**config.mk**
```make
export PLATFORM = sky130hd
export DESIGN_NAME = rbs_divsqrt
export DESIGN_NICKNAME = d
export VERILOG_FILES = /design/src/rtl/rbs_pkg.sv /design/src/rtl/rbs_divsqrt.sv
export SDC_FILE = /design/constraint.sdc
export NUM_CORES = 1
export LEC_CHECK = 0
export BUFFER_PORTS_ARGS = -buffer_cell sky130_fd_sc_hd__clkbuf_2
export CAP_MARGIN = 20
export CORE_MARGIN = 2
export CORE_UTILIZATION = 59
export CTS_CLUSTER_SIZE = 28
export DETAILED_ROUTE_END_ITERATION = 6
export GPL_ROUTABILITY_DRIVEN = 0
export PLACE_DENSITY = 0.89
export RECOVER_POWER = 25
export SETUP_SLACK_MARGIN = 0.4
export SYNTH_ARGS = -nofsm -noshare
export SYNTH_HDL_FRONTEND = slang
export SYNTH_SLANG_ARGS = --single-unit
```
**constraint.sdc**
```tcl
create_clock -name clk -period 5.7 [get_ports clk]
set_clock_uncertainty 0.15 [all_clocks]
set_input_delay 0.855 -clock clk [delete_from_list [all_inputs] [get_ports clk]]
set_output_delay 0.855 -clock clk [all_outputs]
set_load 0.01 [all_outputs]
```
**src/rtl/rbs_pkg.sv**
```systemverilog
// rbs_pkg: shared types, constants and tables of the pose to state vector block
package rbs_pkg;

    // fixed-point formats
    localparam int POSITION_FRACTION_BITS = 16;
    localparam int ANGLE_FRACTION_BITS    = 13;

    localparam int CORDIC_STEPS = 18;
    localparam int ANG_W        = 24;

    localparam logic signed [ANG_W-1:0] ANG_PI_Q20      = 24'sd3294199;
    localparam logic signed [ANG_W-1:0] ANG_HALF_PI_Q20 = 24'sd1647099;
    localparam logic signed [31:0]      ONE_Q28         = 32'sd268435456;
    localparam logic signed [15:0]      ONE_Q14         = 16'sd16384;
    localparam logic signed [29:0]      VEL_SCALE       = 30'sd1000000;
    localparam logic signed [29:0]      RATE_SCALE      = 30'sd2000000;

    // one input beat
    typedef struct packed {
        logic        [7:0]  body_id;
        logic signed [31:0] pos_x;
        logic signed [31:0] pos_y;
        logic signed [31:0] pos_z;
        logic signed [15:0] quat_w;
        logic signed [15:0] quat_x;
        logic signed [15:0] quat_y;
        logic signed [15:0] quat_z;
        logic        [23:0] elapsed_us;
    } sample_t;

    // one result beat
    typedef struct packed {
        logic signed [31:0] out_pos_x;
        logic signed [31:0] out_pos_y;
        logic signed [31:0] out_pos_z;
        logic signed [31:0] vel_x;
        logic signed [31:0] vel_y;
        logic signed [31:0] vel_z;
        logic signed [15:0] yaw_angle;
        logic signed [15:0] pitch_angle;
        logic signed [15:0] roll_angle;
        logic signed [31:0] rate_x;
        logic signed [31:0] rate_y;
        logic signed [31:0] rate_z;
    } result_t;

    // divide / square root unit
    typedef enum logic {
        DU_DIV,
        DU_SQRT
    } du_op_t;

    typedef struct packed {
        logic   start;
        du_op_t op;
    } du_req_t;

    typedef struct packed {
        logic busy;
        logic done;
    } unit_stat_t;

    // arctangent of 2^-i in Q20
    function automatic logic [19:0] atan_q20(input logic [4:0] i);
        logic [19:0] v;
        case (i)
            5'd0:    v = 20'd823550;
            5'd1:    v = 20'd486170;
            5'd2:    v = 20'd256879;
            5'd3:    v = 20'd130396;
            5'd4:    v = 20'd65451;
            5'd5:    v = 20'd32757;
            5'd6:    v = 20'd16383;
            5'd7:    v = 20'd8192;
            5'd8:    v = 20'd4096;
            5'd9:    v = 20'd2048;
            5'd10:   v = 20'd1024;
            5'd11:   v = 20'd512;
            5'd12:   v = 20'd256;
            5'd13:   v = 20'd128;
            5'd14:   v = 20'd64;
            5'd15:   v = 20'd32;
            5'd16:   v = 20'd16;
            5'd17:   v = 20'd8;
            default: v = 20'd0;
        endcase
        return v;
    endfunction

endpackage

```
**src/rtl/rbs_divsqrt.sv**
```systemverilog
// rbs_divsqrt: bit-serial unsigned divider and integer square root
module rbs_divsqrt (
    input  logic                clk,
    input  logic                rst_n,
    input  rbs_pkg::du_req_t    req,
    input  logic [63:0]         a,
    input  logic [63:0]         b,
    output rbs_pkg::unit_stat_t stat,
    output logic [63:0]         res
);

    logic                busy_reg;
    logic                done_reg;
    rbs_pkg::du_op_t     op_reg;
    logic [6:0]          cnt_reg;
    logic [63:0]         num_reg;
    logic [63:0]         den_reg;
    logic [65:0]         rem_reg;
    logic [63:0]         quo_reg;

    logic [65:0]         rem_sh;
    logic [65:0]         trial;
    logic                take;

    // one quotient or root bit per cycle
    always_comb
    begin
        if (op_reg == rbs_pkg::DU_DIV)
        begin
            rem_sh = {rem_reg[64:0], num_reg[63]};
            trial  = {2'b00, den_reg};
        end
        else
        begin
            rem_sh = {rem_reg[63:0], num_reg[63:62]};
            trial  = {quo_reg, 2'b01};
        end
        take = (rem_sh >= trial);
    end

    // control
    always_ff @(posedge clk or negedge rst_n)
    begin
        if (!rst_n)
        begin
            busy_reg <= 1'b0;
            done_reg <= 1'b0;
            cnt_reg  <= '0;
        end
        else
        begin
            done_reg <= 1'b0;
            if (req.start)
            begin
                busy_reg <= 1'b1;
                cnt_reg  <= (req.op == rbs_pkg::DU_DIV) ? 7'd63 : 7'd31;
            end
            else if (busy_reg)
            begin
                cnt_reg <= cnt_reg - 7'd1;
                if (cnt_reg == 7'd0)
                begin
                    busy_reg <= 1'b0;
                    done_reg <= 1'b1;
                end
            end
        end
    end

    // datapath
    always_ff @(posedge clk)
    begin
        if (req.start)
        begin
            op_reg  <= req.op;
            num_reg <= a;
            den_reg <= b;
            rem_reg <= '0;
            quo_reg <= '0;
        end
        else if (busy_reg)
        begin
            rem_reg <= take ? (rem_sh - trial) : rem_sh;
            quo_reg <= {quo_reg[62:0], take};
            num_reg <= (op_reg == rbs_pkg::DU_DIV) ? {num_reg[62:0], 1'b0}
                                                   : {num_reg[61:0], 2'b00};
        end
    end

    assign stat.busy = busy_reg;
    assign stat.done = done_reg;
    assign res       = quo_reg;

endmodule

```
Word level (Yosys, flattened, before mapping)
Index checks and enable logic that the tools add are counted.
{ "totals": {"ff_bits": 267, "inputBits": 132, "elab_cells": 28} }
{ "classes": {"add_sub_neg": 2, "order_cmp": 1, "n_mux": 15, "n_reduce_logical": 2} }
{ "op_table": {"columns": ["cell", "n"], "rows": [
  ["64-bit two-way mux", 3],
  ["66-bit two-way mux", 2],
  ["66-bit greater-or-equal comparator", 1],
  ["65-bit two-way mux", 1],
  ["65-bit subtractor", 1],
  ["7-bit two-way mux", 2],
  ["7-bit logical NOT", 1],
  ["7-bit by 1-bit subtractor with 7-bit output (second input constant)", 1],
  ["1-bit two-way mux", 6],
  ["6-bit two-way mux", 1],
  ["2-bit nonzero test", 1]
]} }

Longest topological paths before layout
{ "logic_depth": {"word_depth": 4, "depth_mapped": 20, "ltp_nobuf": 14} }

Least setup slack after synthesis
Ideal clock, no wire load.
{ "synth_path": {"path_kind": "flip-flop to flip-flop", "start": "register op_reg", "end": "register rem_reg[40]", "setup_ns": 0.086, "t_arrival_ns": 4.307, "required_ns": 5.464, "path_slack_ns": 1.157, "path_stages_with_launch": 19, "n_path_buf": 5, "path_cell_list": "edfxtp_1 -> clkbuf_1 -> buf_1 -> clkbuf_1 -> buf_1 -> mux2i_1 -> ha_1 -> buf_2 -> a21o_1 -> a21o_1 -> a21oi_1 -> o221ai_2 -> a211oi_2 -> o31ai_2 -> a221oi_1 -> o21ai_0 -> xor2_1 -> mux2i_1 -> a211oi_1"} }
{ "synth_via": {"elab_chain_len": 3, "word_cells_on_any_way": 5, "cone_classes": "add/sub: 1; order compare: 1; mux: 3"} }
{ "synth_rtl": {"columns": ["item", "line_no", "source"], "rows": [
  ["from (decl)", "rbs_divsqrt.sv:14", "rbs_pkg::du_op_t op_reg;"],
  ["from (signal assigned)", "rbs_divsqrt.sv:75", "op_reg <= req.op;"],
  ["66-bit two-way mux", "rbs_divsqrt.sv:28", "if (op_reg == rbs_pkg::DU_DIV)"],
  ["65-bit subtractor or 66-bit greater-or-equal comparator (tied branches)", "rbs_divsqrt.sv:83, rbs_divsqrt.sv:38", null],
  ["65-bit two-way mux *", "rbs_divsqrt.sv:83", "rem_reg <= take ? (rem_sh - trial) : rem_sh;"],
  ["to (signal assigned)", "rbs_divsqrt.sv:83", null],
  ["to (decl)", "rbs_divsqrt.sv:18", "logic [65:0] rem_reg;"]
]} }
Mark *: on every way between the ends. The rest lies on a longest branch, timed or not.
A chain may end at the register's enable or synchronous reset.

Final worst setup path
{ "layout_path": {"start": "register op_reg", "end": "register rem_reg[38]"} }
The elaborated chain is that of the path after synthesis.

==> flow_summary_export.csv <==
group,metric,value,unit
min_path,hold_path.class,"primary input to register",
drt,route.detailed.wl_per_inst,17.5,um
synthesis,postSynthRegisterBits,267,
clock_tree,clockBufferDepth,3,
layout,layout-drive-gt1-share,0.193,
drt,first_iter_violations,1208,
worst_setup_path,critPathKind,"register to register",
worst_setup_path,timing.critical_path.cells,"buf_12, buf_4, mux2_2, ha_1, nand2_1, nor3_2, and3_1, o211ai_2, a21oi_2, a21oi_2, o21a_1, o21ai_4, buf_4, mux2i_1, a211oi_1",
die,design.die.area,29000,um2
drt,vias,13000,
layout,finish.instance_area,18200,um2
global_route,first_global_vias,12400,
timing,slew_headroom,-1.01,
timing,achievable-frequency,0.201,GHz
timing,slew_at_the_pin_closest_to_its_max_slew_limit,3.02,ns
timing,slew_viol_final,180,
placement,place_area,17300,um2
power_and_ir_drop,vdd_drop_max,0.000310,V
global_route,grt_pass1_wl,61.0,mm
placement,number_of_placed_cells_counting_well_taps,2090,
worst_setup_path,worst_setup_path_startpoint,"op_reg$_DFFE_PP_",
synthesis,synthesis.instances,1652,
die,placementRows,60,
die,std_cell_core_area,27000,um2
clock_tree,clkSlewWorstSetupHoldPaths,0.06,ns
timing,rsz0062_at_grt,"false",
synthesis,netlist.top_cell.by_area,"sky130_fd_sc_hd__edfxtp_1",
synthesis,synth-seq-area-share,0.410,
min_path,hold_start,"b[49]",
global_route,antenna_found_initial,1,
layout,largest_register_ff_count,65,
clock_tree,worstSkewPairLatency,0.55,ns
layout,fin_nets,1982,
timing,finalSetupTns,0,ns
worst_setup_path,cp.required,5.83,ns
global_route,grt_start_max_net_pins,136,
drt,viasPerCell,6.05,
synthesis,synth-edff-count,129,
min_path,hold_depth,1,
layout,layoutNonFillerInstCount,2146,
run_status,outcome,"complete, but fails checks",
worst_setup_path,ff2ff_setup_slack,0.72,ns
run_status,failed_checks,"max-capacitance violations, max-slew violations",
drt,drc,0,
die,design.portCount,198,
global_route,globalRouteTotalUtil,0.254,
worst_setup_path,worstSetupStartpointType,"register",
synthesis,syn_nets,1853,
synthesis,synth_largest_type_area_fraction,0.238,
clock_tree,cts.sink_count,267,
die,dieHeight,170,um
synthesis,ys_warn_count,0,
timing,post-route-min-period,4.98,ns
power_and_ir_drop,power_per_cell_area,463,nW/um2
die,start_util,0.603,
worst_setup_path,reg2reg_to,"rem_reg[38]$_SDFFE_PP0P_",
synthesis,netlist-cell-type-count,88,
worst_setup_path,critical-path-top-delay-family,"buffers and inverters",
worst_setup_path,critPathMaxFanout,48,
timing,timing_hold_violations_final,0,
clock_tree,cts_buffers,29,
placement,dp_hpwl,26.4,mm
worst_setup_path,rr_worst_depth,15,
timing,report.final.setup_viol,0,
power_and_ir_drop,power.leakage,8.42,nW
synthesis,asyncSetResetFlopFracSynth,0.0337,
clock_tree,cts.repair.resized,0,
die,die_x,170,um
worst_setup_path,critical_path.max_stage_delay,0.81,ns
timing,final_cycle_utilization_of_the_critical_path,0.874,
worst_setup_path,cp_num_buf_inv,3,
clock_tree,post-cts-setup-buffer-count,0,
synthesis,syn_avg_cell_area,9.87,um2
synthesis,synth_flop_cell,"sky130_fd_sc_hd__edfxtp_1",
layout,syn2layout_area_growth,11.6,%
clock_tree,cts_hold_buf,1,
drt,ant_nets,0,
drt,detail_route.wirelength,37.5,mm
clock_tree,clock_root_buffer,"sky130_fd_sc_hd__clkbuf_16",
clock_tree,htree_num_levels,1,
global_route,globalRouteOverflowTotal,0,
drt,drtPass1Iterations,6,
synthesis,mappedNetlistArea,16300,um2
worst_setup_path,worst-path-stages,15,
placement,numPortBuffers,197,
synthesis,synthTopCellsByArea,"sky130_fd_sc_hd__edfxtp_1, sky130_fd_sc_hd__dfxtp_1, sky130_fd_sc_hd__mux2i_1, sky130_fd_sc_hd__ha_1, sky130_fd_sc_hd__mux2_2",
clock_tree,tritoncts,"built",
worst_setup_path,r2r-start,"op_reg$_DFFE_PP_",
worst_setup_path,worst_setup_path_end_kind,"register",
worst_setup_path,critical_path.slowest_cell,"sky130_fd_sc_hd__edfxtp_1",
worst_setup_path,worst-endpoint-arrival,5.12,ns
job,cap_viol_max_count,2,
min_path,holdPathEnd,"den_reg[49]$_DFFE_PP_",
## worst max-delay path by stage
stage                                     to  slack (ns)
detailed placement  rem_reg[53]$_SDFFE_PP0P_        0.88
finish              rem_reg[38]$_SDFFE_PP0P_        0.72
global placement     rem_reg[0]$_SDFFE_PP0P_        1.04
CTS                 rem_reg[53]$_SDFFE_PP0P_        0.85
floorplan           rem_reg[40]$_SDFFE_PP0P_        1.16
global route        rem_reg[38]$_SDFFE_PP0P_        0.41
## Yosys cell counts (all sizes together) (30+ instances only)
cell type,number
inv,30
buf,44
dfxtp,129
edfxtp,129
nand2,148
mux2i,237
o21ai,111
a21oi,87
ha,68
xnor2,36
mux2,62
a21o,37
xor2,30
a211oi,56
clkbuf,70
nor2,177
## through the flow
step	setup WS [ns]	total power, mW	hold WS (ns)	util
6_report	0.717	8.43	0.328	0.673
3_5_place_dp	0.876	6.50	0.323	0.639
5_1_grt	0.406	8.95	0.316	0.673
3_3_place_gp	1.04	6.37	0.318	0.639
4_1_cts	0.853	8.37	0.309	0.674
2_1_floorplan	1.16	5.79	0.298	-
## per-layer routing
layer / part of all wire / vias up / track usage
li1: - / 6319 / -
met1: 0.43 / 6062 / 0.346
met3: 0.056 / 102 / 0.0312
met5: 0 / - / 0
met4: 0.036 / 0 / 0.0873
met2: 0.47 / 492 / 0.421
## area by class of cell
cell class | count | area [um2]
tap | 341 | 427
clock inverter | 13 | 125
inverter | 30 | 113
sequential | 267 | 6680
clock buffer | 41 | 801
timing repair buffer | 215 | 1140
multi-input combinational | 1238 | 8900
antenna | 1 | 2.50
fill | 2046 | 8840
## cell usage in the layout (no fill, tap or decap), types with 18 or more instances in the layout
cell type / netlist / final
sky130_fd_sc_hd__xor2_1: 30 / 30
sky130_fd_sc_hd__clkbuf_16: 0 / 29
sky130_fd_sc_hd__a211oi_1: 53 / 53
sky130_fd_sc_hd__nand4_1: 25 / 25
sky130_fd_sc_hd__nand3_1: 18 / 18
sky130_fd_sc_hd__ha_1: 68 / 68
sky130_fd_sc_hd__nor2_1: 176 / 176
sky130_fd_sc_hd__a21oi_1: 81 / 81
sky130_fd_sc_hd__edfxtp_1: 129 / 129
sky130_fd_sc_hd__xnor2_1: 36 / 36
sky130_fd_sc_hd__mux2i_1: 237 / 237
sky130_fd_sc_hd__a21o_1: 36 / 36
sky130_fd_sc_hd__dfxtp_1: 129 / 129
sky130_fd_sc_hd__o21ai_0: 104 / 104
sky130_fd_sc_hd__nand2_1: 148 / 148
sky130_fd_sc_hd__mux2_2: 61 / 61
sky130_fd_sc_hd__inv_1: 30 / 29
sky130_fd_sc_hd__clkbuf_2: 0 / 191
## power breakdown
group / internal, mW / switching (mW) / leakage, nW
clock: 1.07 / 0.758 / 0.449
sequential: 2.29 / 0.167 / 2.49
combinational: 1.79 / 2.36 / 5.48
## logic make-up after synthesis
logic type	after synthesis	share of synthesized area
AND/OR/NAND/NOR	429	0.115
AO/OA/AOI/OAI	375	0.153
multiplexers	299	0.189
flip-flops	267	0.410
buffers and inverters	147	0.0451
adder cells (fa/ha/maj)	69	0.0534
XOR/XNOR	66	0.0355
No activity file was read; power rests on OpenSTA's default activity.
