<file path="src/rtl/rbs_pkg.sv">
// rbs_pkg: shared types, constants and tables of the pose to state vector block
package rbs_pkg;

    // fixed-point formats
    localparam int POSITION_FRACTION_BITS = 16;
    localparam int ANGLE_FRACTION_BITS    = 13;

    localparam int CORDIC_STEPS = 18;
    localparam int ANG_W        = 24;

    localparam logic signed [ANG_W-1:0] ANG_PI_Q20      = 24'sd3294199;
    localparam logic signed [ANG_W-1:0] ANG_HALF_PI_Q20 = 24'sd1647099;
    localparam logic signed [31:0]      ONE_Q28         = 32'sd268435456;
    localparam logic signed [15:0]      ONE_Q14         = 16'sd16384;
    localparam logic signed [29:0]      VEL_SCALE       = 30'sd1000000;
    localparam logic signed [29:0]      RATE_SCALE      = 30'sd2000000;

    // one input beat
    typedef struct packed {
        logic        [7:0]  body_id;
        logic signed [31:0] pos_x;
        logic signed [31:0] pos_y;
        logic signed [31:0] pos_z;
        logic signed [15:0] quat_w;
        logic signed [15:0] quat_x;
        logic signed [15:0] quat_y;
        logic signed [15:0] quat_z;
        logic        [23:0] elapsed_us;
    } sample_t;

    // one result beat
    typedef struct packed {
        logic signed [31:0] out_pos_x;
        logic signed [31:0] out_pos_y;
        logic signed [31:0] out_pos_z;
        logic signed [31:0] vel_x;
        logic signed [31:0] vel_y;
        logic signed [31:0] vel_z;
        logic signed [15:0] yaw_angle;
        logic signed [15:0] pitch_angle;
        logic signed [15:0] roll_angle;
        logic signed [31:0] rate_x;
        logic signed [31:0] rate_y;
        logic signed [31:0] rate_z;
    } result_t;

    // divide / square root unit
    typedef enum logic {
        DU_DIV,
        DU_SQRT
    } du_op_t;

    typedef struct packed {
        logic   start;
        du_op_t op;
    } du_req_t;

    typedef struct packed {
        logic busy;
        logic done;
    } unit_stat_t;

    // arctangent of 2^-i in Q20
    function automatic logic [19:0] atan_q20(input logic [4:0] i);
        logic [19:0] v;
        case (i)
            5'd0:    v = 20'd823550;
            5'd1:    v = 20'd486170;
            5'd2:    v = 20'd256879;
            5'd3:    v = 20'd130396;
            5'd4:    v = 20'd65451;
            5'd5:    v = 20'd32757;
            5'd6:    v = 20'd16383;
            5'd7:    v = 20'd8192;
            5'd8:    v = 20'd4096;
            5'd9:    v = 20'd2048;
            5'd10:   v = 20'd1024;
            5'd11:   v = 20'd512;
            5'd12:   v = 20'd256;
            5'd13:   v = 20'd128;
            5'd14:   v = 20'd64;
            5'd15:   v = 20'd32;
            5'd16:   v = 20'd16;
            5'd17:   v = 20'd8;
            default: v = 20'd0;
        endcase
        return v;
    endfunction

endpackage

</file>
<file path="src/rtl/rbs_cordic.sv">
// rbs_cordic: iterative vectoring cordic giving atan2 in Q20
module rbs_cordic (
    input  logic                                clk,
    input  logic                                rst_n,
    input  logic                                start,
    input  logic signed [31:0]                  y_in,
    input  logic signed [31:0]                  x_in,
    output rbs_pkg::unit_stat_t                 stat,
    output logic signed [rbs_pkg::ANG_W-1:0]    ang
);

    logic                              busy_reg;
    logic                              done_reg;
    logic [4:0]                        i_reg;
    logic signed [35:0]                x_reg;
    logic signed [35:0]                y_reg;
    logic signed [rbs_pkg::ANG_W-1:0]  ang_reg;

    logic                              neg;
    logic signed [35:0]                xs;
    logic signed [35:0]                ys;
    logic signed [rbs_pkg::ANG_W-1:0]  a0;
    logic signed [35:0]                sx;
    logic signed [35:0]                sy;
    logic signed [rbs_pkg::ANG_W-1:0]  at;

    // left half-plane fold on start
    always_comb
    begin
        neg = (x_in < 0);
        xs  = neg ? -36'(x_in) : 36'(x_in);
        ys  = neg ? -36'(y_in) : 36'(y_in);
        if (neg)
            a0 = (y_in >= 0) ? rbs_pkg::ANG_PI_Q20 : -rbs_pkg::ANG_PI_Q20;
        else
            a0 = '0;
        sx = x_reg >>> i_reg;
        sy = y_reg >>> i_reg;
        at = rbs_pkg::ANG_W'(rbs_pkg::atan_q20(i_reg));
    end

    // control
    always_ff @(posedge clk or negedge rst_n)
    begin
        if (!rst_n)
        begin
            busy_reg <= 1'b0;
            done_reg <= 1'b0;
            i_reg    <= '0;
        end
        else
        begin
            done_reg <= 1'b0;
            if (start)
            begin
                i_reg <= '0;
                if (ys == 0)
                    done_reg <= 1'b1;
                else
                    busy_reg <= 1'b1;
            end
            else if (busy_reg)
            begin
                i_reg <= i_reg + 5'd1;
                if (i_reg == 5'(rbs_pkg::CORDIC_STEPS - 1))
                begin
                    busy_reg <= 1'b0;
                    done_reg <= 1'b1;
                end
            end
        end
    end

    // rotation steps
    always_ff @(posedge clk)
    begin
        if (start)
        begin
            x_reg   <= xs;
            y_reg   <= ys;
            ang_reg <= a0;
        end
        else if (busy_reg)
        begin
            if (y_reg > 0)
            begin
                x_reg   <= x_reg + sy;
                y_reg   <= y_reg - sx;
                ang_reg <= ang_reg + at;
            end
            else
            begin
                x_reg   <= x_reg - sy;
                y_reg   <= y_reg + sx;
                ang_reg <= ang_reg - at;
            end
        end
    end

    assign stat.busy = busy_reg;
    assign stat.done = done_reg;
    assign ang       = ang_reg;

endmodule
</file>
<file path="config.mk">
export PLATFORM = sky130hd
export DESIGN_NAME = rbs_cordic
export DESIGN_NICKNAME = d
export VERILOG_FILES = /design/src/rtl/rbs_pkg.sv /design/src/rtl/rbs_cordic.sv
export SDC_FILE = /design/constraint.sdc
export NUM_CORES = 1
export LEC_CHECK = 0
export ABC_AREA = 1
export CORE_ASPECT_RATIO = 0.5
export CORE_MARGIN = 5
export CORE_UTILIZATION = 50
export CTS_BUF_LIST = sky130_fd_sc_hd__clkbuf_4
export DETAILED_ROUTE_END_ITERATION = 10
export DONT_BUFFER_PORTS = 1
export MAX_ROUTING_LAYER = met4
export PLACE_DENSITY = 0.68
export SKIP_CTS_REPAIR_TIMING = 1
export SLEW_MARGIN = 20
export SYNTH_ARGS = -nofsm -noshare
export SYNTH_HDL_FRONTEND = slang
export SYNTH_SLANG_ARGS = --single-unit
export TNS_END_PERCENT = 30
</file>
<file path="constraint.sdc">
create_clock -name clk -period 4.2 [get_ports clk]
set_input_delay 0.42 -clock clk [delete_from_list [all_inputs] [get_ports clk]]
set_output_delay 0.42 -clock clk [all_outputs]
set_load 0.02 [all_outputs]
</file>
**Yosys cells after proc, flatten, opt, wreduce, memory -nomap -nowiden**

Memories as Yosys holds them, arrays and structs flattened.
Index checks and enable logic that the tools add are counted.

- Bits in read-only memories: 640
- Bits in registers: 103
- Latch bits: 0
- Memories: 1
- Bits in writable memories: 0
- Output and inout port bits: 26
- Bits of input ports: 67

Memory list:

| memory | depth | bits a word | read ports | clocked after Yosys merged registers in | write ports | RTL line | RTL |
|---|---|---|---|---|---|---|---|
| (no name shown) | 32 | 20 | 1 | 0 | 0 | rbs_pkg.sv:66 | `case (i)` |

- Eq/ne operators: 2
- Multiplexer cells: 23
- Shift operators: 2
- Reduce and logical (&&, ||, !) cells: 2
- $mul: 0
- Add/sub/neg operators: 9
- Div/mod/pow operators: 0
- Magnitude comparators: 3
- Bitwise gates (word level): 0

Operators with widths:

| cell | number |
|---|---|
| 36-bit 2-to-1 mux | 8 |
| 24-bit 2-to-1 mux | 5 |
| 36-bit adder | 2 |
| 32-bit negator with 36-bit output | 2 |
| 36-bit by 5-bit >>> shifter with 36-bit output | 2 |
| 36-bit subtractor | 2 |
| 36-bit by 1-bit > comparator with 1-bit output (second input constant) | 1 |
| 36-bit logical NOT | 1 |
| 32-bit by 1-bit >= comparator with 1-bit output (second input constant) | 1 |
| 32-bit by 1-bit less-than comparator with 1-bit output (second input constant) | 1 |
| 24-bit by 21-bit adder with 24-bit output | 1 |
| 24-bit by 21-bit subtractor with 24-bit output | 1 |
| 5-bit 2-to-1 mux | 2 |
| 1-bit 2-to-1 mux | 8 |
| 5-bit by 1-bit adder with 5-bit output (second input constant) | 1 |
| 5-bit == test (second input constant) | 1 |
| 2-bit != test (second input constant) | 1 |
| 2-bit nonzero test | 1 |

**Longest topological paths before layout**

Gate-level depths: netlist (run 1).

- Depth in word-level cells: 5
- Depth in mapped cells: 35
- Depth with buffers taken out: 33

**Worst setup path before layout (run 1)**

Ideal clock, no wire load.

- Kind: register to register
- Start point: register i_reg[0]
- End point: register ang_reg (netlist bit ang[21]) (data pin)
- Period minus slack after synthesis: 4.198 ns
- Slack: 0.002 ns
- Arrival time: 3.936 ns
- Required time: 3.938 ns
- Cell stages (with the launch flop): 28
- Cells stage by stage: dfrtp_1 > buf_6 > inv_4 > buf_2 > ha_1 > nor2_1 > nand2_1 > o211ai_1 > ha_1 > nand2_1 > nor2_1 > nand2_1 > inv_1 > nand4_1 > o31ai_1 > xor2_1 > inv_1 > ha_1 > a21oi_1 > o21a_1 > o21ai_0 > a21oi_1 > o21bai_1 > a21oi_1 > o21bai_1 > or2_2 > nand3_1 > nand2_1

- Word-level cells in the longest chain between the ends: 5
- Elaborated cells between the ends (all ways): 6
- Classes of those cells: add/sub (2); mux (3); memory (1)

Ends and longest elaborated chain:

| item | RTL line | RTL |
|---|---|---|
| start: declaration | rbs_cordic.sv:14 | `logic [4:0] i_reg;` |
| start signal: assignment | rbs_cordic.sv:64 | `i_reg <= i_reg + 5'd1;` |
| memory 32 x 20 bit (*) | - |  |
| 24-bit by 21-bit subtractor with 24-bit output or 24-bit by 21-bit adder with 24-bit output (tied branches) | rbs_cordic.sv:95, rbs_cordic.sv:89 |  |
| 24-bit 2-to-1 mux (*) | rbs_cordic.sv:85 | `if (y_reg > 0)` |
| 24-bit 2-to-1 mux (*) | rbs_cordic.sv:83 | `else if (busy_reg)` |
| 24-bit 2-to-1 mux (*) | rbs_cordic.sv:77 | `if (start)` |
| end signal: assignment | rbs_cordic.sv:89 | `ang_reg <= ang_reg + at;` |
| end signal: assignment | rbs_cordic.sv:95 | `ang_reg <= ang_reg - at;` |
| end: declaration | rbs_cordic.sv:17 | `logic signed [rbs_pkg::ANG_W-1:0] ang_reg;` |

Mark *: on every way between the ends. The rest lies on a longest branch, timed or not. The select of a mux whose other input is x is not followed.
A chain may end at the register's enable or synchronous reset.

**Worst setup path after layout (run 1)**

- Start point: register i_reg[0]
- End point: register x_reg[35] (data pin)

- Word-level cells in the longest chain between the ends: 5
- Elaborated cells between the ends (all ways): 6
- Classes of those cells: add/sub (2); shift (1); mux (3)

Ends and longest elaborated chain:

| item | RTL line | RTL |
|---|---|---|
| 36-bit by 5-bit >>> shifter with 36-bit output (*) | rbs_cordic.sv:38 | `sy = y_reg >>> i_reg;` |
| 36-bit subtractor or 36-bit adder (tied branches) | rbs_cordic.sv:93, rbs_cordic.sv:87 |  |
| 36-bit 2-to-1 mux (*) | rbs_cordic.sv:85 |  |
| 36-bit 2-to-1 mux (*) | rbs_cordic.sv:83 |  |
| 36-bit 2-to-1 mux (*) | rbs_cordic.sv:77 |  |
| end signal: assignment | rbs_cordic.sv:79 | `x_reg <= xs;` |
| end signal: assignment | rbs_cordic.sv:87 | `x_reg <= x_reg + sy;` |
| end signal: assignment | rbs_cordic.sv:93 | `x_reg <= x_reg - sy;` |
| end: declaration | rbs_cordic.sv:15 | `logic signed [35:0] x_reg;` |

Marks and branches as above.

==> metrics.txt, run 1 <==
period utilisation layout=110%; top-count cell post-synth=nand2_1; Slew Limit Fails=0; die area=~39000 µm²; syn avg cell area=approximately 5.9 µm²; Fill cells=between 2000 and 3000; Syn Inst Count=3014; Synth top cells by count=nand2_1 (915), nand3_1 (422), inv_1 (265); CP most frequent cell=nand2_1; first-pass GRT wire length=approximately 110000 µm; Root Buffer=clkbuf_4; CP max FO=5; nets@finish=between 3000 and 4000; R2R Setup Slk=-0.42 ns; drt first pass iters=8; clock sink total=a little over 100; GRT Residual Overflow=0; critical path arrival=about 5.0 ns; status=finished with violations; syn_nets=3191; htree depth=3; Die Width=about 280 µm; cts bufs inserted=9; Setup Viol. Count Final=between 50 and 60; Post-Syn Area=17700 µm²; cell taking the most area after synthesis=nand2_1; FF+latch count, synth=just over 100; largest net degree at the start of global routing=between 90 and 100; Slew HR=49.0%; Fmax=about 220 MHz; Std-Cell Rows=48; R2R depth=31; largest cells by area after synthesis=nand2_1 (19%), edfxtp_1 (16%), nand3_1 (12%), ha_1 (7.6%), inv_1 (5.6%); Final ANT Viol Nets=0; WL final=around 76000 µm; critical path type=reg -> reg; Layout area overhead=44.5%; Placeable Area=between 30000 and 40000 µm²; CP Capture Type=flip-flop; number of global-route vias before repair=between 20000 and 25000; clk buf depth=2; Hold Path End=x_reg[31]$_DFFE_PP_; violations in the final reports=setup timing; final hold vios=0; Yosys top cell area share=19.4%; final worst setup slack=-0.421 ns; IO Count=93; count of warnings emitted by yosys=0; Hold Crit Depth=1; Starting DRT DRC Count=2906; Slowest-stage cell, CP=dfrtp_2; sequential-to-total area share from yosys stat=approximately 17%; Worst Path Required=around 4.6 ns; worst r2r src=i_reg[0]$_DFFE_PN0P_; clk_lat worst skew=approximately 0.63 ns; startpoint class of the critical path=flip-flop; GRT Total Usage=roughly 35%; ys async rst share=under 10%; Worst Max-Slew Pin Slew=around 0.76 ns; # port buffers=0; share of layout cells above drive strength 1=32.9%; vias per cell=between 5 and 6; fin crit period=4.62 ns; HP Class=in -> reg; max cap viols=0; Hold Startpoint=x_in[30]; EDFF count, synth=96; Starting Density=between 50% and 60%; die height=143 µm; Synth Flop Type=edfxtp_1; Post-DP HPWL=57800 µm; slowest cell delay on critical path=~0.53 ns; Final GP Congestion=around 1.0; vias=roughly 24000; clock skew=about 0.059 ns; DR DRC count=0; final core utilization=approximately three quarters; Clock Pin Slew Worst Setup and Hold Paths=~0.21 ns; Yosys cell types=between 60 and 70; Worst R2R End=x_reg[35]$_DFFE_PP_; clock tree from TritonCTS=built; initial antenna violation count=1; RSZ-0062 raised after global routing=yes; wire per inst=around 18 µm
worst max path at each step:
stage / start / endpoint / slack (ns) / cells past startpoint
finish: i_reg[0]$_DFFE_PN0P_ / x_reg[35]$_DFFE_PP_ / -0.42 / 31
global route: i_reg[0]$_DFFE_PN0P_ / x_reg[35]$_DFFE_PP_ / -0.67 / 32
CTS: i_reg[0]$_DFFE_PN0P_ / x_reg[35]$_DFFE_PP_ / -0.92 / 32
detailed placement: i_reg[0]$_DFFE_PN0P_ / x_reg[35]$_DFFE_PP_ / -0.88 / 32
global placement: i_reg[0]$_DFFE_PN0P_ / x_reg[35]$_DFFE_PP_ / -0.75 / 30
floorplan: i_reg[0]$_DFFE_PN0P_ / ang[21]$_DFFE_PP_ / 0.002 / 27
per-layer routing:
layer	global-route usage [%]	up-vias	part of all wire, %
met5	-	-	0
met4	7.72	0	2.8
met3	4.74	166	9.8
met2	53.3	1187	43
met1	51.1	10958	45
li1	-	11302	-
critical path: cells and delay by family, from the launching register on:
kind | cells | cell delay (ns)
adders and majority gates | 1 | 0.37
buffers and inverters | 6 | 0.81
DFF | 1 | 0.53
xor gates and xnor gates | 1 | 0.09
and+or+nand+nor | 22 | 2.48
AOI/OAI and AO/OA | 1 | 0.13
cells in the final DEF, fill, tap and decap left out, types with 89 or more instances in the layout:
cell,synthesis,layout
buf_4,12,658
xor2_1,97,89
nand3_2,1,94
inv_1,265,254
edfxtp_1,96,96
o21ai_0,188,142
nand3_1,422,328
a21oi_1,184,135
nor2_1,262,214
nand2_1,915,831
final cells by class:
class                      instances  area, µm²  area share (%)
multi-input combinational       2506      15000            58.6
timing repair buffer             702       5650            22.1
sequential                       103       3060            12.0
inverter                         290       1110            4.33
tap                              475        594            2.32
clock inverter                     7       96.3           0.377
clock buffer                       9       67.6           0.264
antenna                            1       2.50         0.00979
stage by stage:
stage / setup WS, ns / hold slack, ns / area (µm²) / cells / TNS (ns)
2_1_floorplan: 0.00168 / 0.124 / 17700 / 3014 / 0
3_3_place_gp: -0.753 / 0.125 / 22700 / 4021 / -13.50
3_5_place_dp: -0.881 / 0.125 / 22700 / 4021 / -15.79
4_1_cts: -0.923 / -0.555 / 22900 / 4037 / -17.24
5_1_grt: -0.673 / 0.00248 / 25600 / 4093 / -19.96
6_report: -0.421 / 0.0165 / 25600 / 4093 / -10.59
logic make-up after synthesis:
group | after synthesis | share of synthesized area, %
AND/OR/NAND/NOR | 1765 | 43.0
AO/OA/AOI/OAI | 499 | 15.6
buffers and inverters | 405 | 9.61
XOR/XNOR | 131 | 6.48
adder cells (fa/ha/maj) | 110 | 7.91
flip-flops | 103 | 17.3
multiplexers | 1 | 0.0566
Power of run 1 is left out: the tool's default activity adds up to more than one toggle a clock period on the data nets, which glitch-free logic cannot reach.
==> run 2, diff against run 1 <==
- PLACE_DENSITY: 0.68 -> not set
- clock period: 4.2 -> 5.75 ns (I/O delays scaled with it)
==> run 2 against run 1 <==
Net effect:
- the run now ends clean
- clock-buffer cell count stayed put
- via count is 16% lower
- final cell count is 16% lower
- maximum frequency is 9.7% lower
==> metrics.txt, run 2 (synthesized netlist as in run 1, its figures left out) <==
setup TNS=0 ns (was -10.59 ns); clk_lat worst skew=0.62 ns (was 0.63 ns); fin crit period=5.12 ns (was 4.62 ns); R2R depth=30 (was 31); Die Width=276 µm (unchanged); CP most frequent cell=nand3_1 (was nand2_1); pwr/cell area=740 nW/µm²; critical path type=reg -> reg (unchanged); Slew HR=35.8% (was 49.0%); wire per inst=18.4 µm (was 18.5 µm); Fmax=195 MHz (was 216 MHz); WL final=62800 µm (was 75700 µm); largest net degree at the start of global routing=97 (unchanged); CP max FO=35 (was 5); IO Count=93 (unchanged); critical path's top delay family=simple AND/OR/NAND/NOR gates (unchanged); internal power=5.22 mW; WP buf/inv=7 (was 6); clock tree from TritonCTS=built (unchanged); register share of total power=~16%; clock sink total=103 (unchanged); first-pass GRT wire length=97900 µm (was 110000 µm); number of global-route vias before repair=17958 (was 20673); slowest cell delay on critical path=0.45 ns (was 0.53 ns); GRT Total Usage=31.8% (was 35.4%); Starting DRT DRC Count=2004 (was 2906); vias per cell=5.80 (was 5.77); Worst Path Required=6.15 ns (was 4.58 ns); overall power=13.4 mW; Net Sw Frac=just over 60%; Std-Cell Rows=48 (unchanged); CP Capture Type=flip-flop (unchanged); Final ANT Viol Nets=0 (unchanged); drt first pass iters=5 (was 8); DR DRC count=0 (unchanged); vias=19843 (was 23613); cts bufs inserted=9 (unchanged); Fill cells=3762 (was 2968); HP Class=in -> reg (unchanged); die area=39500 µm² (unchanged); max cap viols=0 (unchanged); critical path arrival=5.51 ns (was 5.00 ns); Clock Pin Slew Worst Setup and Hold Paths=0.21 ns (about the same); nets@finish=3113 (was 3789); Hold Crit Depth=2 (was 1); final hold vios=0 (unchanged); die height=143 µm (unchanged); initial antenna violation count=2 (was 1); clk buf depth=2 (unchanged); Slowest-stage cell, CP=dfrtp_2 (unchanged); Slew Limit Fails=0 (unchanged); startpoint class of the critical path=flip-flop (unchanged); Final GP Congestion=0.994 (was 1.05); cell area after layout=18100 µm² (was 25600 µm²); Placeable Area=34700 µm² (unchanged); final hold slack=0.129 ns (was 0.0165 ns); RSZ-0062 raised after global routing=no (was yes); Logic pwr share=about four fifths; Setup Viol. Count Final=0 (was 53); Post-DP HPWL=50600 µm (was 57800 µm); Layout area overhead=2.16% (was 44.5%); most common cell after layout, fill and taps aside=nand2_1 (unchanged); share of layout cells above drive strength 1=4.49% (was 32.9%); clock skew=0.0401 ns (was 0.0595 ns); htree depth=3 (unchanged); Starting Density=51.0% (unchanged); period utilisation layout=89.0% (was 110%); Psw=approximately 8.2 mW; commonest cells after routing, fill and taps aside=nand2_1 (914), nand3_1 (422), inv_1 (265) (was nand2_1 (831), buf_4 (658), nand3_1 (328)); cell area after placement=17900 µm² (was 22700 µm²); # port buffers=0 (unchanged); maximum VDD drop=~340 µV; Clock Power Share=3.4%; GRT Residual Overflow=0 (unchanged); final core utilization=52.1% (was 73.7%); static leakage=a little under 9 nW; status=finished clean (was finished with violations); Worst Max-Slew Pin Slew=0.963 ns (was 0.757 ns); critical path depth=30 (was 31); Root Buffer=clkbuf_4 (unchanged)
run 2: per-stage QoR:
stage / setup WS (ns) / instances
after global placement: 0.669 / 3399
after global routing: 0.104 / 3418
after floorplan: 1.55 / 3014
after CTS: 0.682 / 3415
final: 0.632 / 3419
after detailed placement: 0.690 / 3399
run 2: worst paths after layout:
path,start,slack [ns],endpoint
hold / removal,start,0.13,busy_reg$_DFFE_PN0P_
setup / recovery,i_reg[1]$_DFFE_PN0P_,0.63,y_reg[35]$_DFFE_PP_
max in group asynchronous,rst_n,5.19,i_reg[0]$_DFFE_PN0P_
hold reg to reg,i_reg[4]$_DFFE_PN0P_,0.67,i_reg[4]$_DFFE_PN0P_
setup reg to reg,i_reg[1]$_DFFE_PN0P_,0.63,y_reg[35]$_DFFE_PP_
min in group asynchronous,rst_n,0.27,done_reg$_DFF_PN0_
run 2: power by group through the flow:
stage                     sequential, mW  clock, mW  combinational (mW)
after floorplan                     1.73          0                8.16
after global placement              2.10          0                10.5
after detailed placement            2.09          0                10.5
after CTS                           2.08      0.461                10.6
after global routing                2.14      0.496                12.2
final                               2.13      0.455                10.8
run 2: cell type report:
type	count	area (µm²)	share of cell area, %
Antenna cell	3	7.51	0.0415
Clock buffer	9	67.6	0.374
Clock inverter	7	86.3	0.478
Inverter	290	1090	6.04
Multi-Input combinational cell	2506	12900	71.6
Sequential cell	103	3060	16.9
Tap cell	475	594	3.29
Timing Repair Buffer	26	223	1.23
run 2: routing by layer:
metal  global-route usage, %  vias to the layer above  part of all wire (%)
met5                       -                        -                     0
met2                    45.8                      761                    40
met4                    6.54                        0                   1.8
met3                    5.00                       86                   8.1
met1                    47.1                     9044                    50
li1                        -                     9952                     -
(Power assumes the default switching activity.)
==> run 3, diff against run 2 <==
- ABC_AREA: 1 -> not set
- CORE_UTILIZATION: 50 -> 53
- PLACE_DENSITY: not set -> 0.68
==> run 3 against run 2 <==
Net effect:
- the flow now finishes with violations (setup timing)
- die area shrank 5.0%
- area after synthesis grew 0.41%
- first-iteration DRC count grew 29%
- critical endpoint is now x_reg[27]$_DFFE_PP_
==> metrics.txt, run 3 <==
Setup Viol. Count Final=1 (was 0); first-pass GRT wire length=110000 µm (was 97900 µm); HP Class=in -> reg (unchanged); Slew Limit Fails=0 (unchanged); Synth Flop Type=edfxtp_1 (unchanged); Worst Path Required=6.25 ns (was 6.15 ns); clock skew=0.0444 ns (was 0.0401 ns); R2R depth=20 (was 30); IO Count=93 (unchanged); Clock Pin Slew Worst Setup and Hold Paths=0.22 ns (was 0.21 ns); GRT Total Usage=39.4% (was 31.8%); top-count cell post-synth=nand2_1 (unchanged); Starting Density=53.8% (was 51.0%); RSZ-0062 raised after global routing=yes (was no); Synth top cells by count=nand2_1 (197), nor2_1 (181), a21oi_1 (157) (was nand2_1 (915), nand3_1 (422), inv_1 (265)); count of warnings emitted by yosys=0 (unchanged); fin crit period=5.79 ns (was 5.12 ns); clock sink total=103 (unchanged); commonest cells after routing, fill and taps aside=buf_4 (411), nand2_1 (193), nor2_1 (176) (was nand2_1 (914), nand3_1 (422), inv_1 (265)); vias per cell=6.76 (was 5.80); top routing layer used=met4 (unchanged); final hold vios=0 (unchanged); CP Capture Type=flip-flop (unchanged); max cap viols=0 (unchanged); most common cell after layout, fill and taps aside=buf_4 (was nand2_1); Root Buffer=clkbuf_4 (unchanged); critical path arrival=6.30 ns (was 5.51 ns); status=finished with violations (was finished clean); Std-Cell Rows=47 (was 48); Post-Syn Area=17800 µm² (was 17700 µm²); cts bufs inserted=9 (unchanged); die height=139 µm (was 143 µm); Slew HR=28.6% (was 35.8%); die area=37500 µm² (was 39500 µm²); htree depth=3 (unchanged); violations in the final reports=setup timing; cell taking the most area after synthesis=edfxtp_1 (was nand2_1); WL met2=29700 µm (was 25000 µm); vias=19460 (was 19843); Starting DRT DRC Count=2582 (was 2004); drt first pass iters=8 (was 5); Post-DP HPWL=59700 µm (was 50600 µm); Placeable Area=33000 µm² (was 34700 µm²); FF+latch count, synth=103 (unchanged); setup TNS=-0.0445 ns (was 0 ns); DR DRC count=0 (unchanged); sequential-to-total area share from yosys stat=17.2% (was 17.3%); share of layout cells above drive strength 1=28.9% (was 4.49%); Syn Inst Count=2108 (was 3014); Final GP Congestion=1.09 (was 0.994); wire per inst=26.3 µm (was 18.4 µm); initial antenna violation count=1 (was 2); startpoint class of the critical path=flip-flop (unchanged); clk buf depth=2 (unchanged); period utilisation layout=101% (was 89.0%); largest net degree at the start of global routing=145 (was 97); Met1 Routed Length=33000 µm (was 31500 µm); Worst Max-Slew Pin Slew=1.07 ns (was 0.963 ns); largest cells by area after synthesis=edfxtp_1 (16%), mux4_2 (10%), ha_1 (7.5%), xnor2_1 (6.3%), a21oi_1 (4.4%) (was nand2_1 (19%), edfxtp_1 (16%), nand3_1 (12%), ha_1 (7.6%), inv_1 (5.6%)); Final ANT Viol Nets=0 (unchanged); Die Width=269 µm (was 276 µm); ys async rst share=6.80% (unchanged); WL final=75600 µm (was 62800 µm); clk_lat worst skew=0.61 ns (was 0.62 ns); Fmax=173 MHz (was 195 MHz); met3 wire length=10900 µm (was 5080 µm); EDFF count, synth=96 (unchanged); Layout area overhead=23.4% (was 2.16%); clock tree from TritonCTS=built (unchanged); syn_nets=2285 (was 3191); Fill cells=2845 (was 3762); # port buffers=0 (unchanged); number of global-route vias before repair=17633 (was 17958); critical path type=reg -> reg (unchanged); nets@finish=2609 (was 3113); syn avg cell area=8.43 µm² (was 5.87 µm²); GRT Residual Overflow=0 (unchanged); final worst setup slack=-0.0445 ns (was 0.632 ns); Yosys cell types=101 (was 63); Hold Crit Depth=1 (was 2); Yosys top cell area share=16.2% (was 19.4%); CP max FO=7 (was 35)
## run 3: cell count changes after synthesis, sizes merged, moves of 37 or more
cell	before	now
a21o	15	52
inv	288	53
mux2i	1	77
mux4	0	87
nand2	928	198
nand3	424	44
nor2	284	181
o21ai	210	156
xnor2	34	127
## run 3: layer usage
metal,global-route usage [%],vias up
met5,-,-
met4,8.09,0
met3,14.0,142
met2,52.1,1283
met1,57.7,9359
li1,-,8676
## run 3: final cells by class
type	count	area, µm²	share of cell area [%]
Antenna cell	1	2.50	0.0114
Clock buffer	10	75.1	0.342
Clock inverter	5	58.8	0.268
Inverter	55	206	0.942
Multi-Input combinational cell	1820	14300	65.3
Sequential cell	103	3070	14.0
Tap cell	441	552	2.52
Timing Repair Buffer	443	3650	16.6
## run 3: worst paths after layout
path                                           start                    to  slack [ns]
min in group asynchronous                      rst_n  busy_reg$_DFFE_PN0P_        0.30
max in group asynchronous                      rst_n  i_reg[0]$_DFFE_PN0P_        5.14
worst min register to register  i_reg[2]$_DFFE_PN0P_  i_reg[2]$_DFFE_PN0P_        0.69
worst max register to register  i_reg[0]$_DFFE_PN0P_   x_reg[27]$_DFFE_PP_       -0.04
worst max-delay path            i_reg[0]$_DFFE_PN0P_   x_reg[27]$_DFFE_PP_       -0.04
worst min-delay path                           start  i_reg[0]$_DFFE_PN0P_        0.04
## run 3: cell families after synthesis
family / synth area share, %
multiplexers: 17.2
flip-flops: 17.2
adder cells (fa/ha/maj): 7.87
AO/OA/AOI/OAI: 23.0
buffers and inverters: 5.23
XOR/XNOR: 10.5
AND/OR/NAND/NOR: 19.0
## run 3: per-stage QoR
stage / instance area (µm²) / utilization (%) / hold slack, ns / setup WS [ns] / std cells
detailed placement: 20900 / 63.3 / 0.280 / -0.257 / 2829
CTS: 21000 / 63.7 / -0.387 / -0.320 / 2844
global route: 21900 / 66.3 / 0.00199 / -0.162 / 2878
finish: 21900 / 66.3 / 0.0430 / -0.0445 / 2878
floorplan: 17800 / - / 0.279 / 0.00295 / 2108
global placement: 20900 / 63.3 / 0.280 / -0.245 / 2829
## run 3: critical path: stages (launching register included)
cell and delay, ns:
dfrtp_4 0.58, buf_12 0.17, mux4_1 0.59, mux2_2 0.29, a221o_1 0.41, or4_4 0.63
nor4_4 0.23, buf_4 0.20, a21oi_1 0.08, xor2_1 0.15, ha_1 0.34, and3_4 0.21
a221oi_2 0.07, o2bb2ai_1 0.20, a21oi_2 0.09, a311o_1 0.34, o21bai_1 0.16, a21o_1 0.18
a21oi_2 0.07, or4b_2 0.61, nand3_1 0.09
Power of run 3 is left out for the same reason.
